**config.mk**
```make
export PLATFORM = sky130hd
export DESIGN_NAME = fastq_fasta_record_parser_flat
export DESIGN_NICKNAME = d
export VERILOG_FILES = /design/src/hdl/fqp_pkg.sv /design/src/hdl/fqp_if.sv /design/src/hdl/fqp_cfg.sv /design/src/hdl/fqp_core.sv /design/src/hdl/fqp_out_reg.sv /design/src/hdl/fastq_fasta_record_parser.sv /design/src/flat_wrapper.sv
export SDC_FILE = /design/constraint.sdc
export NUM_CORES = 1
export LEC_CHECK = 0
export BUFFER_PORTS_ARGS = -buffer_cell sky130_fd_sc_hd__clkbuf_2
export CAP_MARGIN = 15
export CORE_UTILIZATION = 61
export DETAILED_ROUTE_END_ITERATION = 8
export HOLD_SLACK_MARGIN = 0.02
export PLACE_DENSITY = 0.95
export SETUP_SLACK_MARGIN = 0.4
export SLEW_MARGIN = 20
export SYNTH_ARGS = -nofsm -noshare
export SYNTH_HDL_FRONTEND = slang
export SYNTH_SLANG_ARGS = --single-unit
```
**constraint.sdc**
```tcl
create_clock -name clk_i -period 5.6 [get_ports clk_i]
set_input_delay 0.84 -clock clk_i [delete_from_list [all_inputs] [get_ports clk_i]]
set_output_delay 0.84 -clock clk_i [all_outputs]
set_load 0.01 [all_outputs]
```
**src/hdl/fqp_pkg.sv**
```systemverilog
`timescale 1ns / 1ps

package fqp_pkg;

  // parse phases
  localparam logic [3:0] PH_DELIM  = 4'd0;
  localparam logic [3:0] PH_HEADER = 4'd1;
  localparam logic [3:0] PH_SEQ    = 4'd2;
  localparam logic [3:0] PH_PLUS   = 4'd3;
  localparam logic [3:0] PH_SKIP   = 4'd4;
  localparam logic [3:0] PH_QUAL   = 4'd5;
  localparam logic [3:0] PH_FSEQ   = 4'd6;

  // detected or forced format
  localparam logic [1:0] FMT_NONE    = 2'd0;
  localparam logic [1:0] FMT_FASTQ   = 2'd1;
  localparam logic [1:0] FMT_FASTA   = 2'd2;
  localparam logic [1:0] FMT_UNKNOWN = 2'd3;

  // format_mode register values
  localparam logic [1:0] MODE_AUTO  = 2'd0;
  localparam logic [1:0] MODE_FASTQ = 2'd1;
  localparam logic [1:0] MODE_FASTA = 2'd2;

  // byte classes
  localparam logic [1:0] CLS_DELIM  = 2'd0;
  localparam logic [1:0] CLS_HEADER = 2'd1;
  localparam logic [1:0] CLS_SEQ    = 2'd2;
  localparam logic [1:0] CLS_QUAL   = 2'd3;

  // result status codes
  localparam logic [3:0] ST_OK         = 4'd0;
  localparam logic [3:0] ST_DONE       = 4'd1;
  localparam logic [3:0] ST_END        = 4'd2;
  localparam logic [3:0] ST_BAD_DELIM  = 4'd3;
  localparam logic [3:0] ST_SHORT_HDR  = 4'd4;
  localparam logic [3:0] ST_SHORT_SEQ  = 4'd5;
  localparam logic [3:0] ST_BAD_PLUS   = 4'd6;
  localparam logic [3:0] ST_SHORT_QUAL = 4'd7;
  localparam logic [3:0] ST_MISMATCH   = 4'd8;

  // special bytes
  localparam logic [7:0] CH_NL   = 8'h0A;
  localparam logic [7:0] CH_AT   = 8'h40;
  localparam logic [7:0] CH_GT   = 8'h3E;
  localparam logic [7:0] CH_PLUS = 8'h2B;

  // register map
  localparam int unsigned CfgAddrBits = 3;
  localparam logic [0:0]  REG_FORMAT_MODE = 1'b0;

  typedef struct packed {
    logic [7:0]  out_byte;
    logic [1:0]  byte_class;
    logic        record_done;
    logic [3:0]  status;
    logic [15:0] sequence_length;
    logic [31:0] records_seen;
  } result_t;

endpackage

```
**src/hdl/fqp_if.sv**
```systemverilog
`timescale 1ns / 1ps

interface fqp_in_if;
  logic       valid;
  logic       ready;
  logic [7:0] data_byte;
  logic       end_of_input;

  modport source (output valid, output data_byte, output end_of_input, input ready);
  modport sink   (input valid, input data_byte, input end_of_input, output ready);
endinterface

interface fqp_out_if;
  logic        valid;
  logic        ready;
  logic [7:0]  out_byte;
  logic [1:0]  byte_class;
  logic        record_done;
  logic [3:0]  status;
  logic [15:0] sequence_length;
  logic [31:0] records_seen;

  modport source (output valid, output out_byte, output byte_class, output record_done,
                  output status, output sequence_length, output records_seen,
                  input ready);
  modport sink   (input valid, input out_byte, input byte_class, input record_done,
                  input status, input sequence_length, input records_seen,
                  output ready);
endinterface

```
**src/hdl/fqp_cfg.sv**
```systemverilog
`timescale 1ns / 1ps

module fqp_cfg (
  input  logic                               clk_i,
  input  logic                               rst_ni,
  input  logic                               psel,
  input  logic                               penable,
  input  logic                               pwrite,
  input  logic [fqp_pkg::CfgAddrBits-1:0]    paddr,
  input  logic [31:0]                        pwdata,
  output logic [31:0]                        prdata,
  output logic                               pready,
  output logic [1:0]                         format_mode_o
);

  logic [1:0] mode_q, mode_d;
  logic       sel_mode;

  assign sel_mode = (paddr[fqp_pkg::CfgAddrBits-1] == fqp_pkg::REG_FORMAT_MODE);

  always_comb begin
    mode_d = mode_q;
    if (psel && penable && pwrite && sel_mode) begin
      mode_d = pwdata[1:0];
    end
  end

  always_ff @(posedge clk_i or negedge rst_ni) begin
    if (!rst_ni) begin
      mode_q <= fqp_pkg::MODE_AUTO;
    end else begin
      mode_q <= mode_d;
    end
  end

  assign prdata        = sel_mode ? {30'd0, mode_q} : 32'd0;
  assign pready        = 1'b1;
  assign format_mode_o = mode_q;

endmodule

```
**src/hdl/fqp_core.sv**
```systemverilog
`timescale 1ns / 1ps

module fqp_core #(
  parameter int unsigned LENGTH_BITS = 16
) (
  input  logic             clk_i,
  input  logic             rst_ni,
  input  logic [1:0]       format_mode_i,
  input  logic             accept_i,
  input  logic [7:0]       data_byte_i,
  input  logic             end_of_input_i,
  output fqp_pkg::result_t result_o
);

  localparam logic [LENGTH_BITS-1:0] LenMax = {LENGTH_BITS{1'b1}};

  logic [3:0]             phase_q, phase_d;
  logic [1:0]             active_q, active_d;
  logic [LENGTH_BITS-1:0] seq_q, seq_d;
  logic [LENGTH_BITS-1:0] qual_q, qual_d;
  logic                   line_start_q, line_start_d;
  logic [31:0]            recs_q, recs_d;

  logic [7:0]       b;
  logic             eoi;
  logic             forced;
  logic [1:0]       eff_fmt;
  logic [1:0]       delim_fmt;
  logic [1:0]       cls;
  logic [3:0]       status;
  logic             done;
  logic [LENGTH_BITS-1:0] seq_inc, qual_inc;

  assign eoi     = end_of_input_i;
  assign b       = eoi ? 8'd0 : data_byte_i;
  assign forced  = (format_mode_i == fqp_pkg::MODE_FASTQ) ||
                   (format_mode_i == fqp_pkg::MODE_FASTA);
  assign eff_fmt = (format_mode_i == fqp_pkg::MODE_FASTQ) ? fqp_pkg::FMT_FASTQ :
                   (format_mode_i == fqp_pkg::MODE_FASTA) ? fqp_pkg::FMT_FASTA : active_q;
  assign seq_inc  = (seq_q == LenMax) ? seq_q : seq_q + LENGTH_BITS'(1);
  assign qual_inc = (qual_q == LenMax) ? qual_q : qual_q + LENGTH_BITS'(1);

  always_comb begin
    phase_d      = phase_q;
    active_d     = active_q;
    seq_d        = seq_q;
    qual_d       = qual_q;
    line_start_d = line_start_q;
    recs_d       = recs_q;
    cls          = fqp_pkg::CLS_DELIM;
    status       = fqp_pkg::ST_OK;
    done         = 1'b0;
    delim_fmt    = eff_fmt;

    unique case (phase_q)
      fqp_pkg::PH_HEADER: begin
        if (eoi) begin
          if (line_start_q) status = fqp_pkg::ST_SHORT_HDR;
          else if (eff_fmt == fqp_pkg::FMT_FASTA) done = 1'b1;
          else status = fqp_pkg::ST_SHORT_SEQ;
          phase_d = fqp_pkg::PH_DELIM;
        end else if (b == fqp_pkg::CH_NL) begin
          phase_d = (eff_fmt == fqp_pkg::FMT_FASTA) ? fqp_pkg::PH_FSEQ : fqp_pkg::PH_SEQ;
          line_start_d = 1'b1;
        end else begin
          cls = fqp_pkg::CLS_HEADER;
          line_start_d = 1'b0;
        end
      end
      fqp_pkg::PH_SEQ: begin
        if (eoi) begin
          status  = line_start_q ? fqp_pkg::ST_SHORT_SEQ : fqp_pkg::ST_BAD_PLUS;
          phase_d = fqp_pkg::PH_DELIM;
        end else if (b == fqp_pkg::CH_NL) begin
          phase_d = fqp_pkg::PH_PLUS;
        end else begin
          cls = fqp_pkg::CLS_SEQ;
          line_start_d = 1'b0;
          seq_d = seq_inc;
        end
      end
      fqp_pkg::PH_PLUS: begin
        if (!eoi && b == fqp_pkg::CH_PLUS) begin
          phase_d = fqp_pkg::PH_SKIP;
        end else begin
          status  = fqp_pkg::ST_BAD_PLUS;
          phase_d = fqp_pkg::PH_DELIM;
        end
      end
      fqp_pkg::PH_SKIP: begin
        if (eoi) begin
          status  = fqp_pkg::ST_BAD_PLUS;
          phase_d = fqp_pkg::PH_DELIM;
        end else if (b == fqp_pkg::CH_NL) begin
          phase_d = fqp_pkg::PH_QUAL;
          line_start_d = 1'b1;
          qual_d = '0;
        end
      end
      fqp_pkg::PH_QUAL: begin
        if (eoi && line_start_q) begin
          status  = fqp_pkg::ST_SHORT_QUAL;
          phase_d = fqp_pkg::PH_DELIM;
        end else if (eoi || b == fqp_pkg::CH_NL) begin
          if (qual_q == seq_q) done = 1'b1;
          else status = fqp_pkg::ST_MISMATCH;
          phase_d = fqp_pkg::PH_DELIM;
        end else begin
          cls = fqp_pkg::CLS_QUAL;
          line_start_d = 1'b0;
          qual_d = qual_inc;
        end
      end
      fqp_pkg::PH_FSEQ: begin
        if (eoi) begin
          done    = 1'b1;
          phase_d = fqp_pkg::PH_DELIM;
        end else if (b == fqp_pkg::CH_NL) begin
          line_start_d = 1'b1;
        end else if (line_start_q && b == fqp_pkg::CH_GT) begin
          done    = 1'b1;
          phase_d = fqp_pkg::PH_HEADER;
        end else begin
          cls = fqp_pkg::CLS_SEQ;
          line_start_d = 1'b0;
          seq_d = seq_inc;
        end
      end
      default: begin
        // delimiter phase, also recovers from unused phase codes
        phase_d = fqp_pkg::PH_DELIM;
        if (eoi) begin
          status = fqp_pkg::ST_END;
        end else begin
          if (!forced && active_q == fqp_pkg::FMT_NONE) begin
            if (b == fqp_pkg::CH_AT) active_d = fqp_pkg::FMT_FASTQ;
            else if (b == fqp_pkg::CH_GT) active_d = fqp_pkg::FMT_FASTA;
            else active_d = fqp_pkg::FMT_UNKNOWN;
            delim_fmt = active_d;
          end
          if ((delim_fmt == fqp_pkg::FMT_FASTQ && b == fqp_pkg::CH_AT) ||
              (delim_fmt == fqp_pkg::FMT_FASTA && b == fqp_pkg::CH_GT)) begin
            phase_d = fqp_pkg::PH_HEADER;
            line_start_d = 1'b1;
            seq_d = '0;
          end else begin
            status = fqp_pkg::ST_BAD_DELIM;
          end
        end
      end
    endcase

    result_o.sequence_length = 16'd0;
    if (done) begin
      status = fqp_pkg::ST_DONE;
      recs_d = recs_q + 32'd1;
      result_o.sequence_length = 16'(seq_q);
      // a '>' that closes a FASTA record opens the next one
      if (phase_d == fqp_pkg::PH_HEADER) begin
        line_start_d = 1'b1;
        seq_d = '0;
      end
    end

    result_o.out_byte     = b;
    result_o.byte_class   = cls;
    result_o.record_done  = done;
    result_o.status       = status;
    result_o.records_seen = recs_d;
  end

  always_ff @(posedge clk_i or negedge rst_ni) begin
    if (!rst_ni) begin
      phase_q      <= fqp_pkg::PH_DELIM;
      active_q     <= fqp_pkg::FMT_NONE;
      seq_q        <= '0;
      qual_q       <= '0;
      line_start_q <= 1'b1;
      recs_q       <= 32'd0;
    end else if (accept_i) begin
      phase_q      <= phase_d;
      active_q     <= active_d;
      seq_q        <= seq_d;
      qual_q       <= qual_d;
      line_start_q <= line_start_d;
      recs_q       <= recs_d;
    end
  end

endmodule

```
**src/hdl/fqp_out_reg.sv**
```systemverilog
`timescale 1ns / 1ps

module fqp_out_reg (
  input  logic             clk_i,
  input  logic             rst_ni,
  input  logic             load_i,
  input  fqp_pkg::result_t result_i,
  output logic             free_o,
  fqp_out_if.source        out_ch
);

  logic             valid_q, valid_d;
  fqp_pkg::result_t data_q;

  // slot frees up in the same cycle the held transaction is taken
  assign free_o = !valid_q || out_ch.ready;

  always_comb begin
    valid_d = valid_q;
    if (load_i) valid_d = 1'b1;
    else if (out_ch.ready) valid_d = 1'b0;
  end

  always_ff @(posedge clk_i or negedge rst_ni) begin
    if (!rst_ni) begin
      valid_q <= 1'b0;
    end else begin
      valid_q <= valid_d;
    end
  end

  always_ff @(posedge clk_i) begin
    if (load_i) data_q <= result_i;
  end

  assign out_ch.valid           = valid_q;
  assign out_ch.out_byte        = data_q.out_byte;
  assign out_ch.byte_class      = data_q.byte_class;
  assign out_ch.record_done     = data_q.record_done;
  assign out_ch.status          = data_q.status;
  assign out_ch.sequence_length = data_q.sequence_length;
  assign out_ch.records_seen    = data_q.records_seen;

endmodule

```
**src/hdl/fastq_fasta_record_parser.sv**
```systemverilog
`timescale 1ns / 1ps

// channel   dir  handshake           payload
// in_ch     in   valid / ready       data_byte, end_of_input
// out_ch    out  valid / ready       out_byte, byte_class, record_done, status,
//                                    sequence_length, records_seen
// apb       in   psel/penable/pwrite format_mode at byte address 0
//
// one byte per cycle while the output is not stalled: the phase update and length
// compare sit between the parse state and the result register, so a transaction
// is accepted in each such cycle and its result shows on out_ch in the next cycle
// in_ch.ready drops only while the result register is full and out_ch is stalled
// reset clears the parse state, record count and format_mode; no warm-up

module fastq_fasta_record_parser #(
  parameter int unsigned LENGTH_BITS = 16
) (
  input  logic                            clk_i,
  input  logic                            rst_ni,
  input  logic                            psel,
  input  logic                            penable,
  input  logic                            pwrite,
  input  logic [fqp_pkg::CfgAddrBits-1:0] paddr,
  input  logic [31:0]                     pwdata,
  output logic [31:0]                     prdata,
  output logic                            pready,
  fqp_in_if.sink                          in_ch,
  fqp_out_if.source                       out_ch
);

  logic             accept;
  logic             out_free;
  logic [1:0]       format_mode;
  fqp_pkg::result_t result;

  assign in_ch.ready = out_free;
  assign accept      = in_ch.valid && out_free;

  fqp_cfg u_cfg (
    .clk_i         (clk_i),
    .rst_ni        (rst_ni),
    .psel          (psel),
    .penable       (penable),
    .pwrite        (pwrite),
    .paddr         (paddr),
    .pwdata        (pwdata),
    .prdata        (prdata),
    .pready        (pready),
    .format_mode_o (format_mode)
  );

  fqp_core #(
    .LENGTH_BITS (LENGTH_BITS)
  ) u_core (
    .clk_i          (clk_i),
    .rst_ni         (rst_ni),
    .format_mode_i  (format_mode),
    .accept_i       (accept),
    .data_byte_i    (in_ch.data_byte),
    .end_of_input_i (in_ch.end_of_input),
    .result_o       (result)
  );

  fqp_out_reg u_out (
    .clk_i    (clk_i),
    .rst_ni   (rst_ni),
    .load_i   (accept),
    .result_i (result),
    .free_o   (out_free),
    .out_ch   (out_ch)
  );

endmodule

```
**src/flat_wrapper.sv**
```systemverilog
// flat-port wrapper written by rule: the top's interface ports become plain ports
module fastq_fasta_record_parser_flat 
#(
  parameter int unsigned LENGTH_BITS = 16
)
  (clk_i, rst_ni, psel, penable, pwrite, paddr, pwdata, prdata, pready, in_ch_valid, in_ch_data_byte, in_ch_end_of_input, in_ch_ready, out_ch_valid, out_ch_out_byte, out_ch_byte_class, out_ch_record_done, out_ch_status, out_ch_sequence_length, out_ch_records_seen, out_ch_ready);
  fqp_in_if in_ch_i ();
  fqp_out_if out_ch_i ();
  input  logic clk_i;
  input  logic rst_ni;
  input  logic psel;
  input  logic penable;
  input  logic pwrite;
  input  logic [fqp_pkg::CfgAddrBits-1:0] paddr;
  input  logic [31:0] pwdata;
  output logic [31:0] prdata;
  output logic pready;
  input wire logic [$bits(in_ch_i.valid)-1:0] in_ch_valid;
  input wire logic [$bits(in_ch_i.data_byte)-1:0] in_ch_data_byte;
  input wire logic [$bits(in_ch_i.end_of_input)-1:0] in_ch_end_of_input;
  output wire logic [$bits(in_ch_i.ready)-1:0] in_ch_ready;
  output wire logic [$bits(out_ch_i.valid)-1:0] out_ch_valid;
  output wire logic [$bits(out_ch_i.out_byte)-1:0] out_ch_out_byte;
  output wire logic [$bits(out_ch_i.byte_class)-1:0] out_ch_byte_class;
  output wire logic [$bits(out_ch_i.record_done)-1:0] out_ch_record_done;
  output wire logic [$bits(out_ch_i.status)-1:0] out_ch_status;
  output wire logic [$bits(out_ch_i.sequence_length)-1:0] out_ch_sequence_length;
  output wire logic [$bits(out_ch_i.records_seen)-1:0] out_ch_records_seen;
  input wire logic [$bits(out_ch_i.ready)-1:0] out_ch_ready;
  assign in_ch_i.valid = in_ch_valid;
  assign in_ch_i.data_byte = in_ch_data_byte;
  assign in_ch_i.end_of_input = in_ch_end_of_input;
  assign in_ch_ready = in_ch_i.ready;
  assign out_ch_valid = out_ch_i.valid;
  assign out_ch_out_byte = out_ch_i.out_byte;
  assign out_ch_byte_class = out_ch_i.byte_class;
  assign out_ch_record_done = out_ch_i.record_done;
  assign out_ch_status = out_ch_i.status;
  assign out_ch_sequence_length = out_ch_i.sequence_length;
  assign out_ch_records_seen = out_ch_i.records_seen;
  assign out_ch_i.ready = out_ch_ready;
  fastq_fasta_record_parser #(.LENGTH_BITS(LENGTH_BITS)) u_core (.clk_i(clk_i), .rst_ni(rst_ni), .psel(psel), .penable(penable), .pwrite(pwrite), .paddr(paddr), .pwdata(pwdata), .prdata(prdata), .pready(pready), .in_ch(in_ch_i), .out_ch(out_ch_i));
endmodule
```
[Word level (Yosys, flattened, before mapping)]
Cells that the tools add are included.
Widths: inputs -> output; s select.
Storage, ports and cells
  word-level logic and storage cells: 162
  bits of input ports: 51
  bits in registers: 137
  output and inout bits: 98
Operators by class
  $add $sub $neg: 3
  reductions and logical operators: 24
  multiplexer cells: 94
  eq/ne operators: 24
  bitwise operators: 3
Operators with widths (count)
  $mux 16: 15
  $mux 4: 14
  $pmux 16 s3: 1
  $pmux 4 s6: 2
  $mux 2: 17
  $add 16x1->16 const B: 2
  $add 32x1->32 const B: 1
  $eq 16x16->1 const B: 2
  $mux 32: 1
  $pmux 16 s2: 1
  $mux 1: 31
  $mux 3: 8
  $eq 16x16->1: 1
  $eq 8x6->1 const B: 2
  $eq 4x3->1 const B: 3
  $logic_and 1x1->1: 10
  $ne 2x2->1 const B: 5
  $eq 4x1->1 const B: 2
  $eq 4x2->1 const B: 2
  $eq 8x4->1 const B: 1
  $eq 8x7->1 const B: 1
  $mux 8: 1
  $pmux 2 s4: 1
  $reduce_and 7->1: 1
  12 further kinds: 23

[Depth between registers and ports, before layout]
Gate-level depths: netlist of the first run.
  depth after elaboration: 16
  depth in mapped cells: 11
  depth with buffers taken out: 9

[Modules after synthesis]
A second synthesis of the first run with hierarchy kept.
Second synthesis, totals
  cell total of the unflattened synthesis: 783
  area total of the unflattened synthesis: 7993.9 µm²
By module, submodules not included
  fqp_core: area each 5686.7 µm², times used 1, seq. area each 1778.0 µm², cells each 676
  fqp_out_reg: area each 1939.4 µm², times used 1, seq. area each 1916.8 µm², cells each 66
  fqp_cfg: area each 361.6 µm², times used 1, seq. area each 50.0 µm², cells each 40
  fastq_fasta_record_parser: area each 6.3 µm², times used 1, seq. area each 0.0 µm², cells each 1

[Worst setup path after synthesis of the first run]
No wires, ideal clock.
  path type: input port to flip-flop
  start: in out_ch_ready
  end: reg u_core.u_core.recs_q[9]
  setup time: 129 ps
  required time: 5471 ps
  path slack: 1501 ps
  arrival time: 3970 ps
  path buffers: 2
  cell stages on the path: 7
  cell sequence: nand2b_1 > nand2_1 > inv_1 > clkbuf_1 > buf_1 > nand4_1 > xnor2_1
On the way
  longest elaborated chain between the ends: 2
RTL lines
  start: declaration: RTL line flat_wrapper.sv:29  | input wire logic [$bits(out_ch_i.ready)-1:0] out_ch_ready;
  $logic_or 1x1->1: RTL line fqp_out_reg.sv:16  | assign free_o = !valid_q || out_ch.ready;
  $logic_and 1x1->1: RTL line fastq_fasta_record_parser.sv:37  | assign accept = in_ch.valid && out_free;
  net u_core.accept: RTL line fastq_fasta_record_parser.sv:31  | logic accept;
  end signal: assignment: RTL line fqp_core.sv:186  | recs_q <= recs_d;
  end: declaration: RTL line fqp_core.sv:22  | logic [31:0] recs_q, recs_d;
The timed path passes the listed nets, and every way through them passes these cells.
A chain may end at the register's enable or synchronous reset.

==> results of run 1 <==
## routing by layer
metal  vias to the layer above  share of wire, %  GRT usage [%]  wire length, µm
met1                      3174                38           38.0             7170
li1                       2921                 -              -                -
met5                         -                 0              0                0
met3                       109                11           8.07             2120
met4                         0               3.8           15.4              712
met2                       463                47           45.5             8810
## final timing paths
path	from	endpoint	slack (ps)	cells past startpoint
worst max-delay path	in_ch_end_of_input	u_core.u_out.out_ch.records_seen[30]	2200	10
worst min-delay path	u_core.u_core.recs_q[31]	u_core.u_core.recs_q[31]	490	1
worst max register to register	u_core.u_core.phase_q[2]	u_core.u_out.out_ch.records_seen[30]	2220	9
worst min register to register	u_core.u_core.recs_q[31]	u_core.u_core.recs_q[31]	490	1
max in group asynchronous	rst_ni	u_core.u_cfg.format_mode_o[0]	4310	2
min in group asynchronous	rst_ni	u_core.u_core.recs_q[13]	650	2
## synthesized netlist by cell type, types with 7 or more instances
cell type and instances:
and3_1 11, o31ai_1 7, and2_1 22, xnor2_1 32, nor3_1 41, nand4_1 32, buf_4 32, nand2_1 53
o21ai_0 22, xor2_1 52, dfrtp_1 73, buf_2 8, a21oi_1 25, nand2b_1 16, edfxtp_1 63, nand3_1 40
inv_1 14, nor2b_1 12, clkbuf_1 31, nor4_1 16, nor2_1 55, nor4_2 7
## power by group
part           switching, µW  internal [µW]
registers                149           1160
clock network            454            664
logic                    340            206
total                    942           2030
## final cells by class
class / instances / share of cell area (%)
tap: 172 / 2.45
timing repair buffer: 91 / 5.36
inverter: 15 / 0.642
multi-input combinational: 582 / 42.1
sequential: 137 / 42.7
clock buffer: 17 / 4.85
clock inverter: 15 / 1.88
## kinds of logic after synthesis
logic type | Yosys count | synth area share (%)
AO/OA/AOI/OAI | 113 | 10.2
adder cells (fa/ha/maj) | 5 | 0.799
AND/OR/NAND/NOR | 343 | 24.5
multiplexers | 6 | 0.831
flip-flops | 137 | 47.8
buffers and inverters | 91 | 6.36
XOR/XNOR | 84 | 9.39
other | 2 | 0.0959
## metrics by stage
stage | hold WS (ps) | setup slack, ps | cell area (µm²)
floorplan | 461 | 1500 | 7940
global placement | 473 | 1910 | 8190
detailed placement | 480 | 1850 | 8190
CTS | 491 | 2240 | 8780
global route | 504 | 2070 | 8780
finish | 492 | 2200 | 8780
## worst max-delay path, delay by kind of cell
family	cells	cell delay, ps
buffers and inverters	4	1110
and+or+nand+nor	3	890
xor gates and xnor gates	1	180
AOI/OAI and AO/OA	2	510
## flip-flops by register name, summed over array words and instances (netlist names), 4 cells and up
signal                               cells
u_core.u_out.out_ch.records_seen        32
u_core.u_out.out_ch.status               4
u_core.u_out.out_ch.out_byte             8
u_core.u_core.phase_q                    4
u_core.u_core.seq_q                     16
u_core.u_core.qual_q                    16
u_core.u_out.out_ch.sequence_length     16
u_core.u_core.recs_q                    32
==> results.sh, run 1 <==
export IMPL_status="complete, but fails checks"
export IMPL_violations="design-rule violations"
export IMPL_cts_hold_buf=0
export IMPL_syn_area_um2=7830
export IMPL_grt_pass1_vias=6109
export IMPL_stdcell_count=1029
export IMPL_ir_worst_vdd_mv=0.173
export IMPL_synth_cell_types=76
export IMPL_cts_root_buf="clkbuf_16"
export IMPL_fmax_ghz=0.294
export IMPL_routedWlPerCell_um=18.3
export IMPL_drv_slew=0
export IMPL_fin_crit_sh_pct=60.7
export IMPL_core_um2=12600
export IMPL_crit_path_max_fanout=44
export IMPL_clock_path_buffers=2
export IMPL_cts_tree="yes"
export IMPL_leakage_uw=0.00367
export IMPL_clkTransAtPathRegs_ps=60
export IMPL_path_class="input pin to flop"
export IMPL_netlist_instances=781
export IMPL_crit_path_max_incr_delay_ps=560
export IMPL_crit_chain="clkbuf_2 > or4b_4 > a2111oi_4 > nor3_1 > o21a_1 > buf_4 > clkinv_1 > buf_4 > nand4_1 > xnor2_1"
export IMPL_detail_route_antenna_nets=0
export IMPL_synth_top_cell_by_area="edfxtp_1"
export IMPL_fp_row_count=41
export IMPL_synth_avg_cell_area_um2=10.0
export IMPL_htreeDepth=4
export IMPL_rsz0062_at_grt="false"
export IMPL_grt_pass1_wl_um=30200
export IMPL_vias=6667
export IMPL_drt_wl_total_um=18800
export IMPL_mostFrequentLayoutCell="clkbuf_2"
export IMPL_synthArstFlopShare_pct=54.0
export IMPL_seq_area_um2=3740
export IMPL_cts_repair_resized=0
export IMPL_finalHoldViolCount=0
export IMPL_worst_clock_skew_ps=6.91
export IMPL_cts_setup_buffers=0
export IMPL_start_util_pct=62.3
export IMPL_drive_above_1_share_pct=17.4
export IMPL_synth_top_area_share_pct=24.2
export IMPL_multiInputGateArea_um2=3700
export IMPL_ys_top_cells_by_area="edfxtp_1 (24%), dfrtp_1 (23%), xor2_1 (5.8%)"
export IMPL_ys_ff_latch=137
export IMPL_dieArea_um2=13300
export IMPL_tightestPinTransition_ps=1070
export IMPL_drc=2
export IMPL_power_per_cell_area_nw_per_um2=338
export IMPL_area_delta_synth_final_pct=12.0
export IMPL_endpoint_kind="flop"
export IMPL_hpwl_um=11900
export IMPL_finalNetCount=900
export IMPL_synth_warning_count=0
export IMPL_dp_cells=997
export IMPL_maxCapViolCount=0
export IMPL_port_buffer_count=85
export IMPL_crit_top_cell="buf_4"
export IMPL_synth_seq_area_share_pct=47.8
export IMPL_grt_max_degree=84
export IMPL_numCtsBuffers=17
export IMPL_overflow=0
export IMPL_cp_data_arrival_time_ps=3570
export IMPL_gp_congestion=0.948
export IMPL_synth_edf_count=63
export IMPL_cpMaxStageDelayCell="or4b_4"
export IMPL_drt_iter0_drc=1052
export IMPL_n_antenna_cell=0
export IMPL_p_total_uw=2970
export IMPL_final_cell_mix="clkbuf_2 (84), dfrtp_1 (73), edfxtp_1 (63), nor2_1 (55), nand2_1 (53)"
export IMPL_worstSetupStartpointType="input pin"
export IMPL_gr_usage_all_layers_pct=29.5
export IMPL_finalSetupViolations=0
export IMPL_finalSetupTns_ps=0
export IMPL_dieWidth_um=115
export IMPL_ios=149
export IMPL_required_ps=5770
export IMPL_slew_headroom_pct=28.3
export IMPL_ys_flop_type="dfrtp_1"
export IMPL_grt_antenna_before_repair=0
export IMPL_final_core_utilization_pct=69.8
export IMPL_clk_latency_ps=420
export IMPL_fillers=824
export IMPL_die_h_um=115
export IMPL_via_per_inst=6.48
export IMPL_period_needed_ps=3400
export IMPL_first_pass_iters=9
export IMPL_hp_class="flop to flop"
export IMPL_cts_sinks=137
Power figures use the tool's default switching activity.
==> inputs of run 2 (changes only) <==
CORE_UTILIZATION = 51   (was 61)
PLACE_DENSITY = 0.88   (was 0.95)
clock period = 2.9 ns   (was 5.6 ns; I/O delays follow)
==> results.sh, run 2 (same netlist as run 1, synthesis figures left out) <==
export IMPL_mostFrequentLayoutCell="clkbuf_2"
export IMPL_die_h_um=126
export IMPL_htreeDepth=4
export IMPL_routedWlPerCell_um=19.0
export IMPL_fp_row_count=44
export IMPL_crit_path_max_fanout=7
export IMPL_hpwl_um=12700
export IMPL_grt_pass1_vias=6200
export IMPL_start_util_pct=53.1
export IMPL_final_cell_area_um2=9380
export IMPL_period_needed_ps=2480
export IMPL_endpoint_kind="flop"
export IMPL_cts_tree="yes"
export IMPL_met2_length_um=9760
export IMPL_hold_ws_ps=35.0
export IMPL_grt_pass1_wl_um=31300
export IMPL_overflow=0
export IMPL_detail_route_antenna_nets=0
export IMPL_worst_clock_skew_ps=15.4
export IMPL_grt_antenna_before_repair=0
export IMPL_n_antenna_cell=0
export IMPL_leakage_uw=0.00397
export IMPL_clkTransAtPathRegs_ps=60
export IMPL_fin_crit_sh_pct=85.6
export IMPL_gr_usage_all_layers_pct=25.0
export IMPL_required_ps=3070
export IMPL_worstSetupStartpointType="flop"
export IMPL_path_class="flop to flop"
export IMPL_slew_headroom_pct=45.2
export IMPL_dieWidth_um=126
export IMPL_final_core_utilization_pct=63.6
export IMPL_gp_congestion=0.973
export IMPL_drc=0
export IMPL_ir_worst_vdd_mv=0.472
export IMPL_power_per_cell_area_nw_per_um2=632
export IMPL_maxCapViolCount=0
export IMPL_finalHoldViolCount=0
export IMPL_dr_max_layer_used="met4"
export IMPL_hp_class="input pin to asynchronous set/reset pin"
export IMPL_cts_sinks=137
export IMPL_area_delta_synth_final_pct=19.8
export IMPL_cp_data_arrival_time_ps=2660
export IMPL_clk_latency_ps=440
export IMPL_fmax_ghz=0.403
export IMPL_status="finished clean"
export IMPL_dieArea_um2=15900
export IMPL_core_um2=14800
export IMPL_drv_slew=0
export IMPL_finalNetCount=934
export IMPL_cts_root_buf="clkbuf_16"
export IMPL_finalSetupTns_ps=0
export IMPL_vias=6648
export IMPL_first_pass_iters=5
export IMPL_ios=149
export IMPL_drt_iter0_drc=893
export IMPL_drive_above_1_share_pct=23.5
export IMPL_final_cell_mix="clkbuf_2 (84), dfrtp_1 (71), edfxtp_1 (63), nand2_1 (53)"
export IMPL_via_per_inst=6.18
export IMPL_wl_met3_um=1960
export IMPL_clock_path_buffers=2
export IMPL_tightestPinTransition_ps=819
export IMPL_rsz0062_at_grt="true"
export IMPL_drt_wl_total_um=20500
export IMPL_finalSetupViolations=0
export IMPL_placed_area_um2=8450
export IMPL_numCtsBuffers=17
export IMPL_wl_met1_um=8170
export IMPL_grt_max_degree=84
export IMPL_port_buffer_count=85
run 2: cell count changes in the layout (fill, tap and decap cells not counted), sizes merged:
cell / change
buf: +29
clkbuf: +8
inv: -2
bufinv: +1
clkinv: -1
clkinvlp: -1
run 2: through the flow:
step,instances,power [µW],setup WS (ps)
global route,1075,6170,311
global placement,1035,3570,224
detailed placement,1035,3610,199
floorplan,810,3240,481
finish,1075,5930,417
CTS,1067,5850,360
run 2: power breakdown:
part	total [µW]	switching, µW	internal [µW]
registers	2470	237	2230
logic	1190	729	466
clock network	2260	876	1390
run 2: what timing repair did:
item / CTS / global route
gates resized for setup: 4 / 36
endpoints found under the setup margin: 15 / 87
gates cloned: 0 / 5
pin swaps: 0 / 10
buffers inserted: 0 / 3
hold buffers: 0 / 0
run 2: final timing paths:
check / depth (start not counted) / end / slack (ps) / startpoint
min in group clk_i: 2 / u_core.u_out.out_ch.valid / 220 / in_ch_valid
max in group asynchronous: 2 / u_core.u_core.line_start_q / 2510 / rst_ni
setup / recovery: 8 / u_core.u_out.out_ch.records_seen[24] / 420 / u_core.u_core.seq_q[0]
setup reg to reg: 8 / u_core.u_out.out_ch.records_seen[24] / 420 / u_core.u_core.seq_q[0]
hold reg to reg: 1 / u_core.u_core.recs_q[31] / 490 / u_core.u_core.recs_q[31]
hold / removal: 2 / u_core.u_cfg.format_mode_o[0] / 30 / rst_ni
run 2: layer usage:
metal,vias up,global-route usage (%)
li1,2987,-
met1,3197,33.6
met2,406,37.7
met3,58,6.75
met4,0,11.3
met5,-,0
run 2: worst max-delay path, stage by stage (launching register included):
cell	delay, ps
dfrtp_1	470
xor2_1	180
nor4_1	380
nand4_1	320
o21a_4	350
clkinv_4	110
clkbuf_16	150
nand3_1	100
xnor2_1	180
run 2: area by class of cell:
class / instances / area (µm²)
Clock inverter: 12 / 165
Sequential cell: 137 / 3750
Fill cell: 1101 / 5370
Multi-Input combinational cell: 582 / 3860
Tap cell: 184 / 230
Clock buffer: 20 / 447
Inverter: 15 / 61.3
Timing Repair Buffer: 125 / 871
==> inputs of run 3 (changes only) <==
CORE_UTILIZATION = 61   (was 51)
PLACE_DENSITY = 0.95   (was 0.88)
clock period = 3.2 ns   (was 2.9 ns; I/O delays follow)
==> results.sh, run 3 (same netlist as run 1, synthesis figures left out) <==
export IMPL_status="finished clean"
export IMPL_power_per_cell_area_nw_per_um2=583
export IMPL_finalHoldViolCount=0
export IMPL_pwr_share_seq_pct=43.2
export IMPL_fin_crit_sh_pct=83.4
export IMPL_stdcell_count=1046
export IMPL_fillers=817
export IMPL_required_ps=3540
export IMPL_final_cell_mix="clkbuf_2 (84), dfrtp_1 (72), edfxtp_1 (63), nor2_1 (55), nand2_1 (53)"
export IMPL_cts_repair_resized=0
export IMPL_mostFrequentLayoutCell="clkbuf_2"
export IMPL_path_class="flop to flop"
export IMPL_reg2regPathDepth=7
export IMPL_clkTransAtPathRegs_ps=60
export IMPL_routedWlPerCell_um=18.3
export IMPL_htreeDepth=4
export IMPL_dp_cells=1014
export IMPL_drv_slew=0
export IMPL_slew_headroom_pct=34.0
export IMPL_final_core_utilization_pct=71.2
export IMPL_crit_path_max_fanout=20
export IMPL_start_util_pct=62.3
export IMPL_numCtsBuffers=17
export IMPL_cts_root_buf="clkbuf_16"
export IMPL_core_um2=12600
export IMPL_maxCapViolCount=0
export IMPL_grt_antenna_before_repair=0
export IMPL_cts_sinks=137
export IMPL_area_delta_synth_final_pct=14.2
export IMPL_ff2ff_setup_slack_ps=530
export IMPL_cp_top_family="simple AND/OR/NAND/NOR gates"
export IMPL_port_buffer_count=85
export IMPL_finalSetupViolations=0
export IMPL_worst_clock_skew_ps=8.28
export IMPL_grt_max_degree=84
export IMPL_hp_class="input pin to asynchronous set/reset pin"
export IMPL_cp_data_arrival_time_ps=3000
export IMPL_crit_cells=7
export IMPL_clock_power_share_pct=37.6
export IMPL_worstSetupStartpointType="flop"
export IMPL_clock_path_buffers=2
export IMPL_leakage_uw=0.00377
export IMPL_p_int_uw=3540
export IMPL_dieWidth_um=115
export IMPL_grt_pass1_wl_um=30000
export IMPL_endpoint_kind="flop"
export IMPL_tightestPinTransition_ps=991
export IMPL_drt_wl_total_um=19100
export IMPL_cts_tree="yes"
export IMPL_gp_congestion=0.956
export IMPL_gr_usage_all_layers_pct=29.6
export IMPL_drt_iter0_drc=846
export IMPL_period_needed_ps=2670
export IMPL_vias=6591
export IMPL_crit_chain="or4b_4 > a2111oi_4 > nor3_1 > o21a_1 > buf_4 > nor4_2 > xor2_1"
export IMPL_cts_setup_buffers=0
export IMPL_first_pass_iters=7
export IMPL_overflow=0
export IMPL_finalSetupTns_ps=0
export IMPL_ios=149
export IMPL_fmax_ghz=0.375
export IMPL_detail_route_antenna_nets=0
export IMPL_r2r_end="u_core.u_core.recs_q[10]"
export IMPL_clk_latency_ps=430
export IMPL_rsz0062_at_grt="true"
export IMPL_grt_pass1_vias=5933
export IMPL_cts_hold_buf=0
export IMPL_finalNetCount=917
export IMPL_crit_path_max_incr_delay_ps=560
export IMPL_critPathBufInv=1
export IMPL_power_switching_uw=1680
export IMPL_cpMaxStageDelayCell="or4b_4"
export IMPL_via_per_inst=6.30
export IMPL_n_antenna_cell=0
export IMPL_drive_above_1_share_pct=19.6
export IMPL_dieArea_um2=13300
export IMPL_p_comb_share_pct=19.1
export IMPL_drc=0
export IMPL_multiInputGateArea_um2=3720
export IMPL_die_h_um=115
export IMPL_r2r_start="u_core.u_core.phase_q[3]"
export IMPL_sw_frac_of_total_pct=32.2
export IMPL_hpwl_um=12400
export IMPL_seq_area_um2=3750
export IMPL_fp_row_count=41
export IMPL_ir_worst_vdd_mv=0.352
## run 3: metrics by stage
step | hold WS [ps] | total power [µW] | setup slack (ps) | area, µm²
after CTS | 92.2 | 5200 | 447 | 8920
after floorplan | 184 | 2940 | 409 | 7950
after global routing | 96.4 | 5430 | 393 | 8940
final | 55.3 | 5220 | 531 | 8940
after detailed placement | 479 | 3240 | 198 | 8330
after global placement | 473 | 3200 | 374 | 8330
## run 3: cell type report
| type | instances | share of cell area [%] |
|---|---|---|
| inverters | 15 | 0.629 |
| flip-flops and latches | 137 | 41.9 |
| clock inverters | 14 | 1.75 |
| repair buffers | 108 | 6.87 |
| well taps | 172 | 2.41 |
| multi-input cells | 582 | 41.6 |
| clock buffers | 18 | 4.91 |
## run 3: worst max path at each step
| stage | start | endpoint | slack [ps] |
|---|---|---|---|
| 4_1_cts | u_core.u_core.phase_q[3] | u_core.u_out.out_ch.records_seen[31] | 450 |
| 3_5_place_dp | in_ch_data_byte[6] | u_core.u_core.recs_q[10] | 200 |
| 5_1_grt | u_core.u_core.phase_q[3] | u_core.u_core.recs_q[10] | 390 |
| 3_3_place_gp | in_ch_data_byte[6] | u_core.u_out.out_ch.records_seen[28] | 370 |
| 6_report | u_core.u_core.phase_q[3] | u_core.u_core.recs_q[10] | 530 |
| 2_1_floorplan | out_ch_ready | u_core.u_core.recs_q[9] | 410 |
## run 3: routing by layer
layer	track usage [%]	vias up	part of all wire, %
li1	-	2953	-
met1	38.6	3154	39
met2	46.2	429	48
met3	8.59	55	11
met4	12.2	0	2.5
met5	0	-	0
## run 3: power by group through the flow
stage | Combinational, µW | Clock (µW) | Sequential (µW)
global route | 1100 | 2060 | 2280
finish | 998 | 1960 | 2250
global placement | 938 | 0 | 2270
detailed placement | 965 | 0 | 2270
CTS | 978 | 1980 | 2240
floorplan | 736 | 0 | 2200
